==> src/sv/assert_macros.svh <==
// ----------------------------------------------------------------------------
// Assertion macros
// Shared concurrent assertion forms with a switch to compile them out.
// ----------------------------------------------------------------------------
`ifndef ASSERT_MACROS_SVH
`define ASSERT_MACROS_SVH

`ifndef NO_ASSERTIONS

`define ASSERT_ALWAYS(label, clk, rst, cond, msg) \
   label: assert property (@(posedge clk) disable iff (rst) (cond)) else $error(msg);

`define ASSERT_IMPLIES(label, clk, rst, ante, cons, msg) \
   label: assert property (@(posedge clk) disable iff (rst) (ante) |-> (cons)) \
      else $error(msg);

`else

`define ASSERT_ALWAYS(label, clk, rst, cond, msg)

`define ASSERT_IMPLIES(label, clk, rst, ante, cons, msg)

`endif

`endif

==> src/sv/dtf_pkg.sv <==
// ----------------------------------------------------------------------------
// Decimal text parser package
// Widths, scale limits and character codes shared by the parser and its channels.
// ----------------------------------------------------------------------------
`default_nettype none

package dtf_pkg;

   localparam int CHAR_W = 8;
   localparam int FRAC_W = 3;

   localparam logic [FRAC_W-1:0] FRAC_RESET = 3'd2;
   localparam logic [FRAC_W-1:0] MAX_FRAC   = 3'd4;

   localparam logic [CHAR_W-1:0] CHAR_ZERO  = 8'h30;
   localparam logic [CHAR_W-1:0] CHAR_NINE  = 8'h39;
   localparam logic [CHAR_W-1:0] CHAR_MINUS = 8'h2D;
   localparam logic [CHAR_W-1:0] CHAR_POINT = 8'h2E;

endpackage

`default_nettype wire

==> src/sv/dtf_channels.sv <==
// ----------------------------------------------------------------------------
// Decimal text parser channels
// Valid/ready interfaces for the character, result and scale write channels.
// ----------------------------------------------------------------------------
`default_nettype none

interface dtf_req_if;
   import dtf_pkg::*;

   logic              valid;
   logic              ready;
   logic [CHAR_W-1:0] char_in;
   logic              line_end;

   modport source (output valid, output char_in, output line_end, input ready);
   modport sink   (input valid, input char_in, input line_end, output ready);
endinterface

interface dtf_rsp_if #(
   parameter int VALUE_BITS = 32
);
   logic                         valid;
   logic                         ready;
   logic signed [VALUE_BITS-1:0] value;
   logic                         saturated;

   modport source (output valid, output value, output saturated, input ready);
   modport sink   (input valid, input value, input saturated, output ready);
endinterface

interface dtf_csr_if;
   import dtf_pkg::*;

   logic              valid;
   logic              ready;
   logic [FRAC_W-1:0] frac_digits;

   modport source (output valid, output frac_digits, input ready);
   modport sink   (input valid, input frac_digits, output ready);
endinterface

`default_nettype wire

==> src/sv/decimal_text_to_fixed_point.sv <==
// ----------------------------------------------------------------------------
// Decimal text to fixed-point parser
// Streams ASCII characters and returns each decimal number as a scaled integer.
// ----------------------------------------------------------------------------
// The request channel carries one character and a line end flag per request.
// Characters are skipped until a sign, point or digit starts a number. The
// number ends when the configured count of fraction digits is complete, when
// any other character arrives, or at line end; it is then padded with zeros to
// the scale and sent on the response channel as a two's complement value
// with a flag for magnitudes clamped to the largest positive value.
// The csr channel writes the fraction digit count (values above four act as
// four) and is always ready; write it only while the parser is idle.
// One request is accepted every cycle while request ready is high. A
// response is registered in the output buffer. The path from the request
// to the response register is one multiplication of the magnitude by a
// power of ten plus an add and a compare.
// A two-entry output buffer lets one response wait while the next request
// is taken; request ready falls only when both entries are full.
// Reset is synchronous and sets the scale to two fraction digits, the
// parser to seeking a number and the output buffer to empty.
// ----------------------------------------------------------------------------
`default_nettype none

module decimal_text_to_fixed_point #(
   parameter int VALUE_BITS = 32
) (
   input  wire        clock,
   input  wire        reset,
   dtf_req_if.sink    req_if,
   dtf_rsp_if.source  rsp_if,
   dtf_csr_if.sink    csr_if
);
   import dtf_pkg::*;

`include "assert_macros.svh"

   localparam int MAG_W  = VALUE_BITS - 1;
   localparam int PAD_W  = 17;
   localparam int WIDE_W = MAG_W + PAD_W + 1;
   localparam int PUSH_W = MAG_W + 4;

   localparam logic [MAG_W-1:0]  MAG_LIMIT = {MAG_W{1'b1}};
   localparam logic [WIDE_W-1:0] POW10_1   = WIDE_W'(10);
   localparam logic [WIDE_W-1:0] POW10_2   = WIDE_W'(100);
   localparam logic [WIDE_W-1:0] POW10_3   = WIDE_W'(1000);
   localparam logic [WIDE_W-1:0] POW10_4   = WIDE_W'(10000);
   localparam logic [WIDE_W-1:0] POW10_5   = WIDE_W'(100000);

   typedef enum logic [2:0] {
      PH_SEEK   = 3'b001,
      PH_NUMBER = 3'b010,
      PH_SKIP   = 3'b100
   } phase_type;

   phase_type          phase_ff, phase_in, phase_mid;
   logic [FRAC_W-1:0]  frac_ff;
   logic [MAG_W-1:0]   acc_ff, acc_in;
   logic               neg_ff, pt_ff, ovf_ff;
   logic [FRAC_W-1:0]  fc_ff;

   logic                   out_valid_ff, skid_valid_ff;
   logic [VALUE_BITS-1:0]  out_value_ff, skid_value_ff;
   logic                   out_sat_ff, skid_sat_ff;

   logic                accept, is_digit, is_num, active, done, push, emit;
   logic [CHAR_W-1:0]   digit_full;
   logic [3:0]          digit;
   logic [FRAC_W-1:0]   scale;
   logic [MAG_W-1:0]    e_acc;
   logic                e_neg, e_pt, e_ovf;
   logic [FRAC_W-1:0]   e_fc;
   logic                post_neg, post_pt;
   logic [FRAC_W-1:0]   post_fc;
   logic [PUSH_W-1:0]   push_w;
   logic                push_ovf;
   logic [FRAC_W-1:0]   pad, expo;
   logic [WIDE_W-1:0]   e_acc_w, prod, wide;
   logic [PAD_W-1:0]    addend;
   logic                pad_ovf;
   logic [MAG_W-1:0]    mag;
   logic [VALUE_BITS-1:0] new_value;
   logic                new_sat;

   assign accept        = req_if.valid & req_if.ready;
   assign req_if.ready  = !skid_valid_ff;
   assign csr_if.ready  = 1'b1;
   assign rsp_if.valid  = out_valid_ff;
   assign rsp_if.value  = out_value_ff;
   assign rsp_if.saturated = out_sat_ff;

   assign scale      = (frac_ff > MAX_FRAC) ? MAX_FRAC : frac_ff;
   assign is_digit   = (req_if.char_in >= CHAR_ZERO) && (req_if.char_in <= CHAR_NINE);
   assign is_num     = is_digit || (req_if.char_in == CHAR_MINUS) ||
                       (req_if.char_in == CHAR_POINT);
   assign digit_full = req_if.char_in - CHAR_ZERO;
   assign digit      = digit_full[3:0];
   assign active     = is_num && (phase_ff != PH_SKIP);

   always_comb begin
      if (phase_ff == PH_NUMBER) begin
         e_acc = acc_ff;
         e_neg = neg_ff;
         e_pt  = pt_ff;
         e_fc  = fc_ff;
         e_ovf = ovf_ff;
      end else begin
         e_acc = '0;
         e_neg = 1'b0;
         e_pt  = 1'b0;
         e_fc  = '0;
         e_ovf = 1'b0;
      end
   end

   always_comb begin
      post_neg = e_neg;
      post_pt  = e_pt;
      post_fc  = e_fc;
      push     = 1'b0;
      done     = 1'b0;
      if (active) begin
         priority if (req_if.char_in == CHAR_MINUS) begin
            post_neg = !e_neg;
         end else if (req_if.char_in == CHAR_POINT) begin
            if (!e_pt) begin
               post_pt = 1'b1;
               post_fc = '0;
            end
            done = (post_fc >= scale);
         end else if (e_pt && (e_fc >= scale)) begin
            done = 1'b1;
         end else begin
            push = 1'b1;
            if (e_pt) begin
               post_fc = e_fc + 3'd1;
               done    = (post_fc >= scale);
            end
         end
      end
   end

   always_comb begin
      unique case (phase_ff)
         PH_NUMBER: phase_mid = is_num ? (done ? PH_SKIP : PH_NUMBER) : PH_SEEK;
         PH_SKIP:   phase_mid = is_num ? PH_SKIP : PH_SEEK;
         PH_SEEK:   phase_mid = is_num ? (done ? PH_SKIP : PH_NUMBER) : PH_SEEK;
         default:   phase_mid = PH_SEEK;
      endcase
      phase_in = req_if.line_end ? PH_SEEK : phase_mid;
      emit = ((phase_ff == PH_NUMBER) && !is_num) || (active && done) ||
             (req_if.line_end && (phase_mid == PH_NUMBER));
   end

   assign push_w   = {1'b0, e_acc, 3'b000} + {3'b000, e_acc, 1'b0} + PUSH_W'(digit);
   assign push_ovf = push_w > PUSH_W'(MAG_LIMIT);
   assign acc_in   = push ? (push_ovf ? MAG_LIMIT : push_w[MAG_W-1:0]) : e_acc;

   assign pad     = (scale > post_fc) ? (scale - post_fc) : '0;
   assign expo    = pad + FRAC_W'(push);
   assign e_acc_w = WIDE_W'(e_acc);

   always_comb begin
      unique case (expo)
         3'd0:    prod = e_acc_w;
         3'd1:    prod = e_acc_w * POW10_1;
         3'd2:    prod = e_acc_w * POW10_2;
         3'd3:    prod = e_acc_w * POW10_3;
         3'd4:    prod = e_acc_w * POW10_4;
         default: prod = e_acc_w * POW10_5;
      endcase
   end

   always_comb begin
      if (!push) begin
         addend = '0;
      end else begin
         unique case (pad)
            3'd0:    addend = PAD_W'(digit);
            3'd1:    addend = PAD_W'(digit) * PAD_W'(10);
            3'd2:    addend = PAD_W'(digit) * PAD_W'(100);
            3'd3:    addend = PAD_W'(digit) * PAD_W'(1000);
            default: addend = PAD_W'(digit) * PAD_W'(10000);
         endcase
      end
   end

   assign wide      = prod + WIDE_W'(addend);
   assign pad_ovf   = wide > WIDE_W'(MAG_LIMIT);
   assign mag       = pad_ovf ? MAG_LIMIT : wide[MAG_W-1:0];
   assign new_sat   = e_ovf | pad_ovf;
   assign new_value = post_neg ? (VALUE_BITS'(0) - {1'b0, mag}) : {1'b0, mag};

   always_ff @(posedge clock) begin
      if (reset) begin
         phase_ff <= PH_SEEK;
         frac_ff  <= FRAC_RESET;
      end else begin
         if (accept) begin
            phase_ff <= phase_in;
         end
         if (csr_if.valid && csr_if.ready) begin
            frac_ff <= csr_if.frac_digits;
         end
      end
   end

   always_ff @(posedge clock) begin
      if (accept) begin
         acc_ff <= acc_in;
         neg_ff <= post_neg;
         pt_ff  <= post_pt;
         fc_ff  <= post_fc;
         ovf_ff <= e_ovf | (push & push_ovf);
      end
   end

   always_ff @(posedge clock) begin
      if (reset) begin
         out_valid_ff  <= 1'b0;
         skid_valid_ff <= 1'b0;
      end else if (out_valid_ff && !rsp_if.ready) begin
         if (accept && emit) begin
            skid_valid_ff <= 1'b1;
         end
      end else if (skid_valid_ff) begin
         out_valid_ff  <= 1'b1;
         skid_valid_ff <= 1'b0;
      end else begin
         out_valid_ff <= accept & emit;
      end
   end

   always_ff @(posedge clock) begin
      if (out_valid_ff && !rsp_if.ready) begin
         if (accept && emit) begin
            skid_value_ff <= new_value;
            skid_sat_ff   <= new_sat;
         end
      end else if (skid_valid_ff) begin
         out_value_ff <= skid_value_ff;
         out_sat_ff   <= skid_sat_ff;
      end else begin
         out_value_ff <= new_value;
         out_sat_ff   <= new_sat;
      end
   end

   `ASSERT_ALWAYS(a_skid_behind_out, clock, reset, !skid_valid_ff || out_valid_ff, "skid entry without output entry")

   `ASSERT_IMPLIES(a_sat_at_limit, clock, reset, out_valid_ff && out_sat_ff, (out_value_ff == {1'b0, MAG_LIMIT}) || (out_value_ff == (VALUE_BITS'(0) - {1'b0, MAG_LIMIT})), "saturated response is not at the limit")

   `ASSERT_IMPLIES(a_frac_count_bound, clock, reset, phase_ff == PH_NUMBER, fc_ff <= MAX_FRAC, "fraction count beyond the largest scale")

   `ASSERT_IMPLIES(a_stall_holds, clock, reset, $past(out_valid_ff && !rsp_if.ready) && !$past(reset), out_valid_ff && $stable(out_value_ff), "stalled response changed")

endmodule

`default_nettype wire

==> src/flat_wrapper.sv <==
// flat-port wrapper written by rule: the top's interface ports become plain ports
module decimal_text_to_fixed_point_flat import dtf_pkg::*;
#(
   parameter int VALUE_BITS = 32
)
  (clock, reset, req_if_valid, req_if_char_in, req_if_line_end, req_if_ready, rsp_if_valid, rsp_if_value, rsp_if_saturated, rsp_if_ready, csr_if_valid, csr_if_frac_digits, csr_if_ready);
  dtf_req_if req_if_i ();
  dtf_rsp_if #(.VALUE_BITS(VALUE_BITS)) rsp_if_i ();
  dtf_csr_if csr_if_i ();
  input  wire clock;
  input  wire reset;
  input wire logic [$bits(req_if_i.valid)-1:0] req_if_valid;
  input wire logic [$bits(req_if_i.char_in)-1:0] req_if_char_in;
  input wire logic [$bits(req_if_i.line_end)-1:0] req_if_line_end;
  output wire logic [$bits(req_if_i.ready)-1:0] req_if_ready;
  output wire logic [$bits(rsp_if_i.valid)-1:0] rsp_if_valid;
  output wire logic [$bits(rsp_if_i.value)-1:0] rsp_if_value;
  output wire logic [$bits(rsp_if_i.saturated)-1:0] rsp_if_saturated;
  input wire logic [$bits(rsp_if_i.ready)-1:0] rsp_if_ready;
  input wire logic [$bits(csr_if_i.valid)-1:0] csr_if_valid;
  input wire logic [$bits(csr_if_i.frac_digits)-1:0] csr_if_frac_digits;
  output wire logic [$bits(csr_if_i.ready)-1:0] csr_if_ready;
  assign req_if_i.valid = req_if_valid;
  assign req_if_i.char_in = req_if_char_in;
  assign req_if_i.line_end = req_if_line_end;
  assign req_if_ready = req_if_i.ready;
  assign rsp_if_valid = rsp_if_i.valid;
  assign rsp_if_value = rsp_if_i.value;
  assign rsp_if_saturated = rsp_if_i.saturated;
  assign rsp_if_i.ready = rsp_if_ready;
  assign csr_if_i.valid = csr_if_valid;
  assign csr_if_i.frac_digits = csr_if_frac_digits;
  assign csr_if_ready = csr_if_i.ready;
  decimal_text_to_fixed_point #(.VALUE_BITS(VALUE_BITS)) u_core (.clock(clock), .reset(reset), .req_if(req_if_i), .rsp_if(rsp_if_i), .csr_if(csr_if_i));
endmodule
==> config.mk <==
export PLATFORM = sky130hd
export DESIGN_NAME = decimal_text_to_fixed_point_flat
export DESIGN_NICKNAME = d
export VERILOG_FILES = /design/src/sv/dtf_pkg.sv /design/src/sv/dtf_channels.sv /design/src/sv/decimal_text_to_fixed_point.sv /design/src/flat_wrapper.sv
export VERILOG_INCLUDE_DIRS = /design/src /design/src/sv
export SDC_FILE = /design/constraint.sdc
export NUM_CORES = 2
export LEC_CHECK = 0
export BUFFER_PORTS_ARGS = -buffer_cell sky130_fd_sc_hd__buf_4
export CAP_MARGIN = 20
export CORE_MARGIN = 3
export CORE_UTILIZATION = 50
export DETAILED_ROUTE_END_ITERATION = 8
export PLACE_DENSITY_LB_ADDON = 0.2
export SLEW_MARGIN = 20
export SYNTH_ARGS = -nofsm -noshare
export SYNTH_HDL_FRONTEND = slang
export SYNTH_SLANG_ARGS = --single-unit
==> constraint.sdc <==
create_clock -name clock -period 22.8 [get_ports clock]
set_input_delay 2.28 -clock clock [delete_from_list [all_inputs] [get_ports clock]]
set_output_delay 2.28 -clock clock [all_outputs]
set_load 0.005 [all_outputs]
=== Word-level counts from Yosys, hierarchy flattened ===
Index checks and enable logic that the tools add are counted.

* Register bits after elaboration: 111
* Bits of input ports: 17

* Magnitude comparators: 9
* Bitwise gates (word level): 6
* Multipliers: 9
* Reduce and logical (&&, ||, !) cells: 21
* Mux-type cells: 45
* Add/sub/neg operators: 8
* Equality and inequality tests: 14

{| class="wikitable"
|+ Operators with widths
! cell !! number
|-
| 49-bit case mux with 5 select lines || 1
|-
| 31-bit two-way mux || 4
|-
| 17-bit case mux with 4 select lines || 1
|-
| 32-bit two-way mux || 2
|-
| 49-bit by 17-bit adder with 49-bit output || 1
|-
| 49-bit by 31-bit greater-than comparator with 1-bit output, second input constant || 1
|-
| 3-bit two-way mux || 16
|-
| 31-bit by 12-bit multiplier with 43-bit output, second input constant || 1
|-
| 31-bit by 10-bit multiplier with 41-bit output, second input constant || 1
|-
| 31-bit by 7-bit multiplier with 38-bit output, second input constant || 1
|-
| 31-bit by 5-bit multiplier with 36-bit output, second input constant || 1
|-
| 34-bit by 32-bit adder with 35-bit output || 1
|-
| 35-bit by 4-bit adder with 35-bit output || 1
|-
| 35-bit by 31-bit greater-than comparator with 1-bit output, second input constant || 1
|-
| 31-bit by 3-bit multiplier with 34-bit output, second input constant || 1
|-
| 1-bit by 31-bit subtractor with 32-bit output, first input constant || 1
|-
| 1-bit two-way mux || 19
|-
| 3-bit by 2-bit equality test with 1-bit output, second input constant || 6
|-
| 17-bit two-way mux || 1
|-
| 8-bit by 6-bit equality test with 1-bit output, second input constant || 2
|-
| 4-bit by 10-bit multiplier with 13-bit output, second input constant || 1
|-
| 4-bit by 7-bit multiplier with 11-bit output, second input constant || 1
|-
| 3-bit by 1-bit equality test with 1-bit output, second input constant || 3
|-
| 3-bit greater-or-equal comparator || 3
|-
| other kinds (22) || 41
|}

=== Depth between registers and ports, before layout ===
* Depth in word-level cells: 20
* Gate-level depth with buffers: 66

=== Least setup slack after synthesis ===
No wires, ideal clock.

* Path type: in2reg
* Start point: input port req_if_char_in[2]
* End point: register u_core.out_value_ff[28], in the netlist u_core.rsp_if.value[28] (data pin)
* Library setup time: 0.260 ns
* Setup slack: 8.164 ns
* Data arrival time: 14.376 ns
* Stages: 58
* Buffers on the path: 6
* Data required time: 22.540 ns
* Path through: inv_1 -> ha_1 -> nor2b_1 -> o21ai_0 -> a31oi_1 -> nor2_1 -> and2_1 -> nand3_1 -> mux2i_1 -> a32o_1 -> nand2_1 -> ha_1 -> a21boi_0 -> o22ai_1 -> mux2i_1 -> and2_1 -> clkbuf_1 -> ha_1 -> [22 not listed] -> nor4_4 -> nand3_2 -> nor2_1 -> ha_1 -> nand3b_1 -> or3_1 -> or3_1 -> or3_1 -> or4_1 -> or3_1 -> nor3b_1 -> nand3_1 -> or2_0 -> clkbuf_1 -> or4_1 -> a21oi_1 -> a21oi_1 -> mux2_2

* Word-level cells in the longest chain between the ends: 17

{| class="wikitable"
|+ RTL lines
! what !! line !! source
|-
| from (decl) || flat_wrapper.sv:13 || <nowiki>input wire logic [$bits(req_if_i.char_in)-1:0] req_if_char_in;</nowiki>
|-
| 8-bit by 6-bit greater-or-equal comparator with 1-bit output or 8-bit by 6-bit <= comparator with 1-bit output (tied branches) || decimal_text_to_fixed_point.sv:92 || <nowiki>assign is_digit = (req_if.char_in >= CHAR_ZERO) && (req_if.char_in <= CHAR_NINE);</nowiki>
|-
| 1-bit logical AND || decimal_text_to_fixed_point.sv:92 ||
|-
| 1-bit logical OR (2 in a row) || decimal_text_to_fixed_point.sv:93 || <nowiki>assign is_num = is_digit || (req_if.char_in == CHAR_MINUS) ||</nowiki>
|-
| 1-bit logical AND || decimal_text_to_fixed_point.sv:97 || <nowiki>assign active = is_num && (phase_ff != PH_SKIP);</nowiki>
|-
| 3-bit two-way mux || decimal_text_to_fixed_point.sv:121 || <nowiki>if (active) begin</nowiki>
|-
| 3-bit subtractor or 3-bit greater-than comparator (tied branches) || decimal_text_to_fixed_point.sv:158 || <nowiki>assign pad = (scale > post_fc) ? (scale - post_fc) : '0;</nowiki>
|-
| 3-bit two-way mux || decimal_text_to_fixed_point.sv:158 ||
|-
| 3-bit by 1-bit adder with 3-bit output, or another cell as far along || decimal_text_to_fixed_point.sv:159 || <nowiki>assign expo = pad + FRAC_W'(push);</nowiki>
|-
| 3-bit equality test, or another cell as far along || decimal_text_to_fixed_point.sv:163 || <nowiki>unique case (expo)</nowiki>
|-
| 49-bit case mux with 5 select lines or 17-bit two-way mux (tied branches) || decimal_text_to_fixed_point.sv:163, decimal_text_to_fixed_point.sv:174 ||
|-
| 49-bit by 17-bit adder with 49-bit output || decimal_text_to_fixed_point.sv:187 || <nowiki>assign wide = prod + WIDE_W'(addend);</nowiki>
|-
| 49-bit by 31-bit greater-than comparator with 1-bit output || decimal_text_to_fixed_point.sv:188 || <nowiki>assign pad_ovf = wide > WIDE_W'(MAG_LIMIT);</nowiki>
|-
| 31-bit two-way mux || decimal_text_to_fixed_point.sv:189 || <nowiki>assign mag = pad_ovf ? MAG_LIMIT : wide[MAG_W-1:0];</nowiki>
|-
| 1-bit by 31-bit subtractor with 32-bit output || decimal_text_to_fixed_point.sv:191 || <nowiki>assign new_value = post_neg ? (VALUE_BITS'(0) - {1'b0, mag}) : {1'b0, mag};</nowiki>
|-
| 32-bit two-way mux (*) || decimal_text_to_fixed_point.sv:191 ||
|-
| net u_core.new_value[28] || decimal_text_to_fixed_point.sv:81 || <nowiki>logic [VALUE_BITS-1:0] new_value;</nowiki>
|-
| 32-bit two-way mux (*) || decimal_text_to_fixed_point.sv:239 || <nowiki>end else if (skid_valid_ff) begin</nowiki>
|-
| to (signal assigned) || decimal_text_to_fixed_point.sv:240 || <nowiki>out_value_ff <= skid_value_ff;</nowiki>
|-
| to (signal assigned) || decimal_text_to_fixed_point.sv:243 || <nowiki>out_value_ff <= new_value;</nowiki>
|-
| to (decl) || decimal_text_to_fixed_point.sv:62 || <nowiki>logic [VALUE_BITS-1:0] out_value_ff, skid_value_ff;</nowiki>
|}

The timed path passes the listed nets; every way through them passes the cells marked *.
A chain may end at the register's enable or synchronous reset.

=== Worst setup path after layout ===
Ends and elaborated chain as after synthesis.

==> summary.txt <==
Route
  – Antenna Nets Post-Route: 0
  – WL final: 112.8 mm
  – First-pass iteration count of the detailed router: 8
  – Mean routed wirelength per cell: 24.16 um
  – Via count: ~28000
  – DR DRC count: 0
  – Via/cell ratio: 6.088
  – DRT iter0 DRCs: 3018

Setup path
  – FF-to-FF Start: u_core.phase_ff[0]
  – Flop-to-flop setup slack: between 7000 and 8000 ps
  – Crit Path Category: in -> reg
  – Worst Path Buf+Inv: 4
  – R2R depth: between 50 and 60
  – Reg-to-Reg End: u_core.rsp_if.value[28]
  – Worst Path Arrival: 16460 ps
  – Slowest-stage cell, CP: nor2_1
  – Startpoint types: input port
  – CP max stage delay: between 800 and 900 ps
  – Worst-path fanout max: 32
  – Delay-heaviest family, CP: simple AND/OR/NAND/NOR gates
  – Critical Path RT: 22940 ps
  – Critical Path End Type: flip-flop

Placement
  – Port bufs: 51
  – Placer Congestion: 1.072
  – DP Cell Count: 4652
  – HPWL after detailed placement: around 94 mm

Timing
  – Slew Limit Fails: 0
  – Final Skew: approximately 33 ps
  – Min Hold Slack: a little over 500 ps
  – Final hold violation count: 0
  – RSZ-0062 raised after global routing: no
  – Fmax: 0.06126 GHz
  – Tmin final: 16320 ps
  – Slew @ Worst Pin: 1143 ps
  – Slew headroom: 0.2335
  – Final worst path period share: 0.7160
  – # setup viols final: 0
  – Setup_tns: 0 ps

Synth
  – Synth area leader: fa_1
  – Synth warn: 0
  – Post-Synthesis Cell Area: around 0.032 mm^2
  – Flops & latches, synth: about 110
  – Yosys top cell area share: 0.1959
  – Syn_area_per_cell: a little over 8 um^2
  – Synth Net Count: approximately 4700
  – Seq/Total Area, Yosys: 0.1027
  – Synth cell types: 99
  – Post-synth EDFFs: ~100
  – Ys flop type: edfxtp_1
  – Post-synthesis async set-or-reset flop share: 0
  – Mapped Cells: between 3000 and 4000
  – Area contributors post-synth: fa_1, ha_1, edfxtp_1

Floorplan
  – Num ports: 53
  – Core footprint: around 0.062 mm^2
  – Initial Utilization: 0.5095
  – Die ar.: 0.06641 mm^2
  – Core Rows: 91
  – Die Y: 257.7 um
  – Chip Width: roughly 260 um

Power
  – Power share of the combinational group: 0.391
  – Pwr dens: between 20 and 25 mW/mm^2
  – Part of the power in registers: 0.361
  – Switching Share: 0.3881
  – Clock share of power: 0.248
  – Worst vdd ir: 0.00003845 V
  – P_int: around 460 uW
  – Switching power: 291.3 uW
  – Cell leakage power: 0.01704 uW

Finish
  – Finished Layout Cells: 4668
  – Ratio of cells with drive above 1 in the final layout: 0.04594
  – Final nets: 4605
  – Final Core Density: 0.5313
  – Ant. Diodes: 0
  – Area grow syn2layout: 4.266%

Worst hold path
  – Hold path cells: 2
  – Min-Delay Path Class: reg -> reg
  – Hold Path End: u_core.frac_ff[0]
  – Hold Startpoint: u_core.frac_ff[0]

Global route
  – Met1 usage: 0.4419
  – Gr busiest metal: met2
  – Grt total ovfl: 0
  – First-pass GRT wire length: 170.5 mm
  – Total global-route track usage: 0.3367
  – Vias in the first global route: between 20000 and 30000
  – M2 GR Usage: 0.5387
  – Met3 Use GR: 0.05609
  – Largest net degree at the start of global routing: 67
  – Initial antenna violation count: 3

Clock tree
  – Hold_buf cts: 0
  – Post-cts resize count: 0
  – CTS sink count: 111
  – Total CTS buffers: 9
  – Clock latency on the worst-skew pair: 410 ps
  – Clock transition at path regs: 110 ps
  – Max clock buf depth: 2
  – Max H-tree Level: 3
  – Root buffer cell: clkbuf_16
  – CTS tree: built
  – Post-CTS Setup Bufs: 0

Job
  – Max-cap violations: 0

Status
  – Outcome: finished, final reports clean
==> metrics by stage <==
step,cell area [um^2],setup WS [ps],total power [uW]
6_report,33030,6475,750.6
5_1_grt,33030,5404,789.3
4_1_cts,33030,6822,753.2
3_5_place_dp,32710,6460,565.3
3_3_place_gp,32710,6807,562.4
2_1_floorplan,31680,8164,466.7
==> worst max path at each step <==
stage,start,to,cells after the start
2_1_floorplan,req_if_char_in[2],u_core.rsp_if.value[28],58
3_3_place_gp,req_if_char_in[2],u_core.rsp_if.value[28],51
3_5_place_dp,req_if_char_in[2],u_core.rsp_if.value[28],51
4_1_cts,req_if_char_in[2],u_core.rsp_if.value[28],51
5_1_grt,req_if_char_in[2],u_core.rsp_if.value[28],55
6_report,req_if_char_in[2],u_core.rsp_if.value[28],51
==> sequential cells by signal, summed over array words and instances, names as in the netlist <==
register                 flops
u_core.acc_ff               31
u_core.skid_value_ff        32
u_core.frac_ff               3
u_core.ovf_ff                1
u_core.rsp_if.saturated      1
u_core.pt_ff                 1
u_core.rsp_if.valid          1
u_core.neg_ff                1
u_core.skid_sat_ff           1
u_core.phase_ff              3
u_core.fc_ff                 3
u_core.rsp_if.value         32
u_core.skid_valid_ff         1
==> per-layer routing <==
layer,vias to the layer above,share of wire
li1,13175,-
met1,13583,0.41
met2,1362,0.45
met3,299,0.082
met4,2,0.061
met5,-,0.00012
==> layout make-up <==
| type | instances | area [um^2] |
|---|---|---|
| inverter | 747 | 2804 |
| fill | 6042 | 29140 |
| clock buffer | 9 | 225.2 |
| multi-input combinational | 2890 | 25100 |
| timing repair buffer | 67 | 503.0 |
| clock inverter | 7 | 91.34 |
| tap | 837 | 1047 |
| sequential | 111 | 3254 |
==> layout by cell type, fill, tap and decap left out, types with 25 or more instances in the layout <==
cell and n:
edfxtp_1 103, o21ai_0 220, a31oi_1 44, buf_4 67, and2_1 33, a21o_1 76
fa_1 310, mux2i_1 27, ha_1 451, o21a_1 37, xnor2_1 137, nor2_1 196
nor3_1 51, nand2_1 248, xor2_1 81, and3_1 35, o211ai_1 33, nand4_1 42
o21bai_1 28, nand3_1 61, nand2b_1 34, inv_1 743, a21oi_1 294, mux2_2 25
a211oi_1 38
==> tightest hold or removal path, delay by kind of cell, from the launching register on <==
family        cells  cell delay (ps)
flops             1              350
simple gates      1               70
mux               1               60
==> synthesized netlist by cell type (all sizes together), types with 42 or more instances <==
library cell,n
inv,747
ha,452
fa,310
a21oi,296
nand2,250
o21ai,230
nor2,200
xnor2,138
clkbuf,107
edfxtp,103
xor2,81
a21o,76
nand3,63
nor3,53
a31oi,44
nand4,42
==> power by group through the flow <==
| stage | combinational [uW] | clock (uW) | sequential (uW) |
|---|---|---|---|
| 3_5_place_dp | 290 | 0 | 276 |
| 3_3_place_gp | 287 | 0 | 276 |
| 2_1_floorplan | 190 | 0 | 277 |
| 5_1_grt | 319 | 195 | 275 |
| 4_1_cts | 291 | 191 | 272 |
| 6_report | 293 | 186 | 271 |
==> cells by family after synthesis <==
group | count (synthesis) | synth area share
AO/OA/AOI/OAI | 1009 | 0.2040
buffers and inverters | 881 | 0.1059
AND/OR/NAND/NOR | 841 | 0.1310
adder cells (fa/ha/maj) | 763 | 0.3748
XOR/XNOR | 219 | 0.06055
flip-flops | 111 | 0.1027
multiplexers | 57 | 0.02097
other | 1 | 0.0001184
Note: power is estimated with default switching activity, not from simulation.
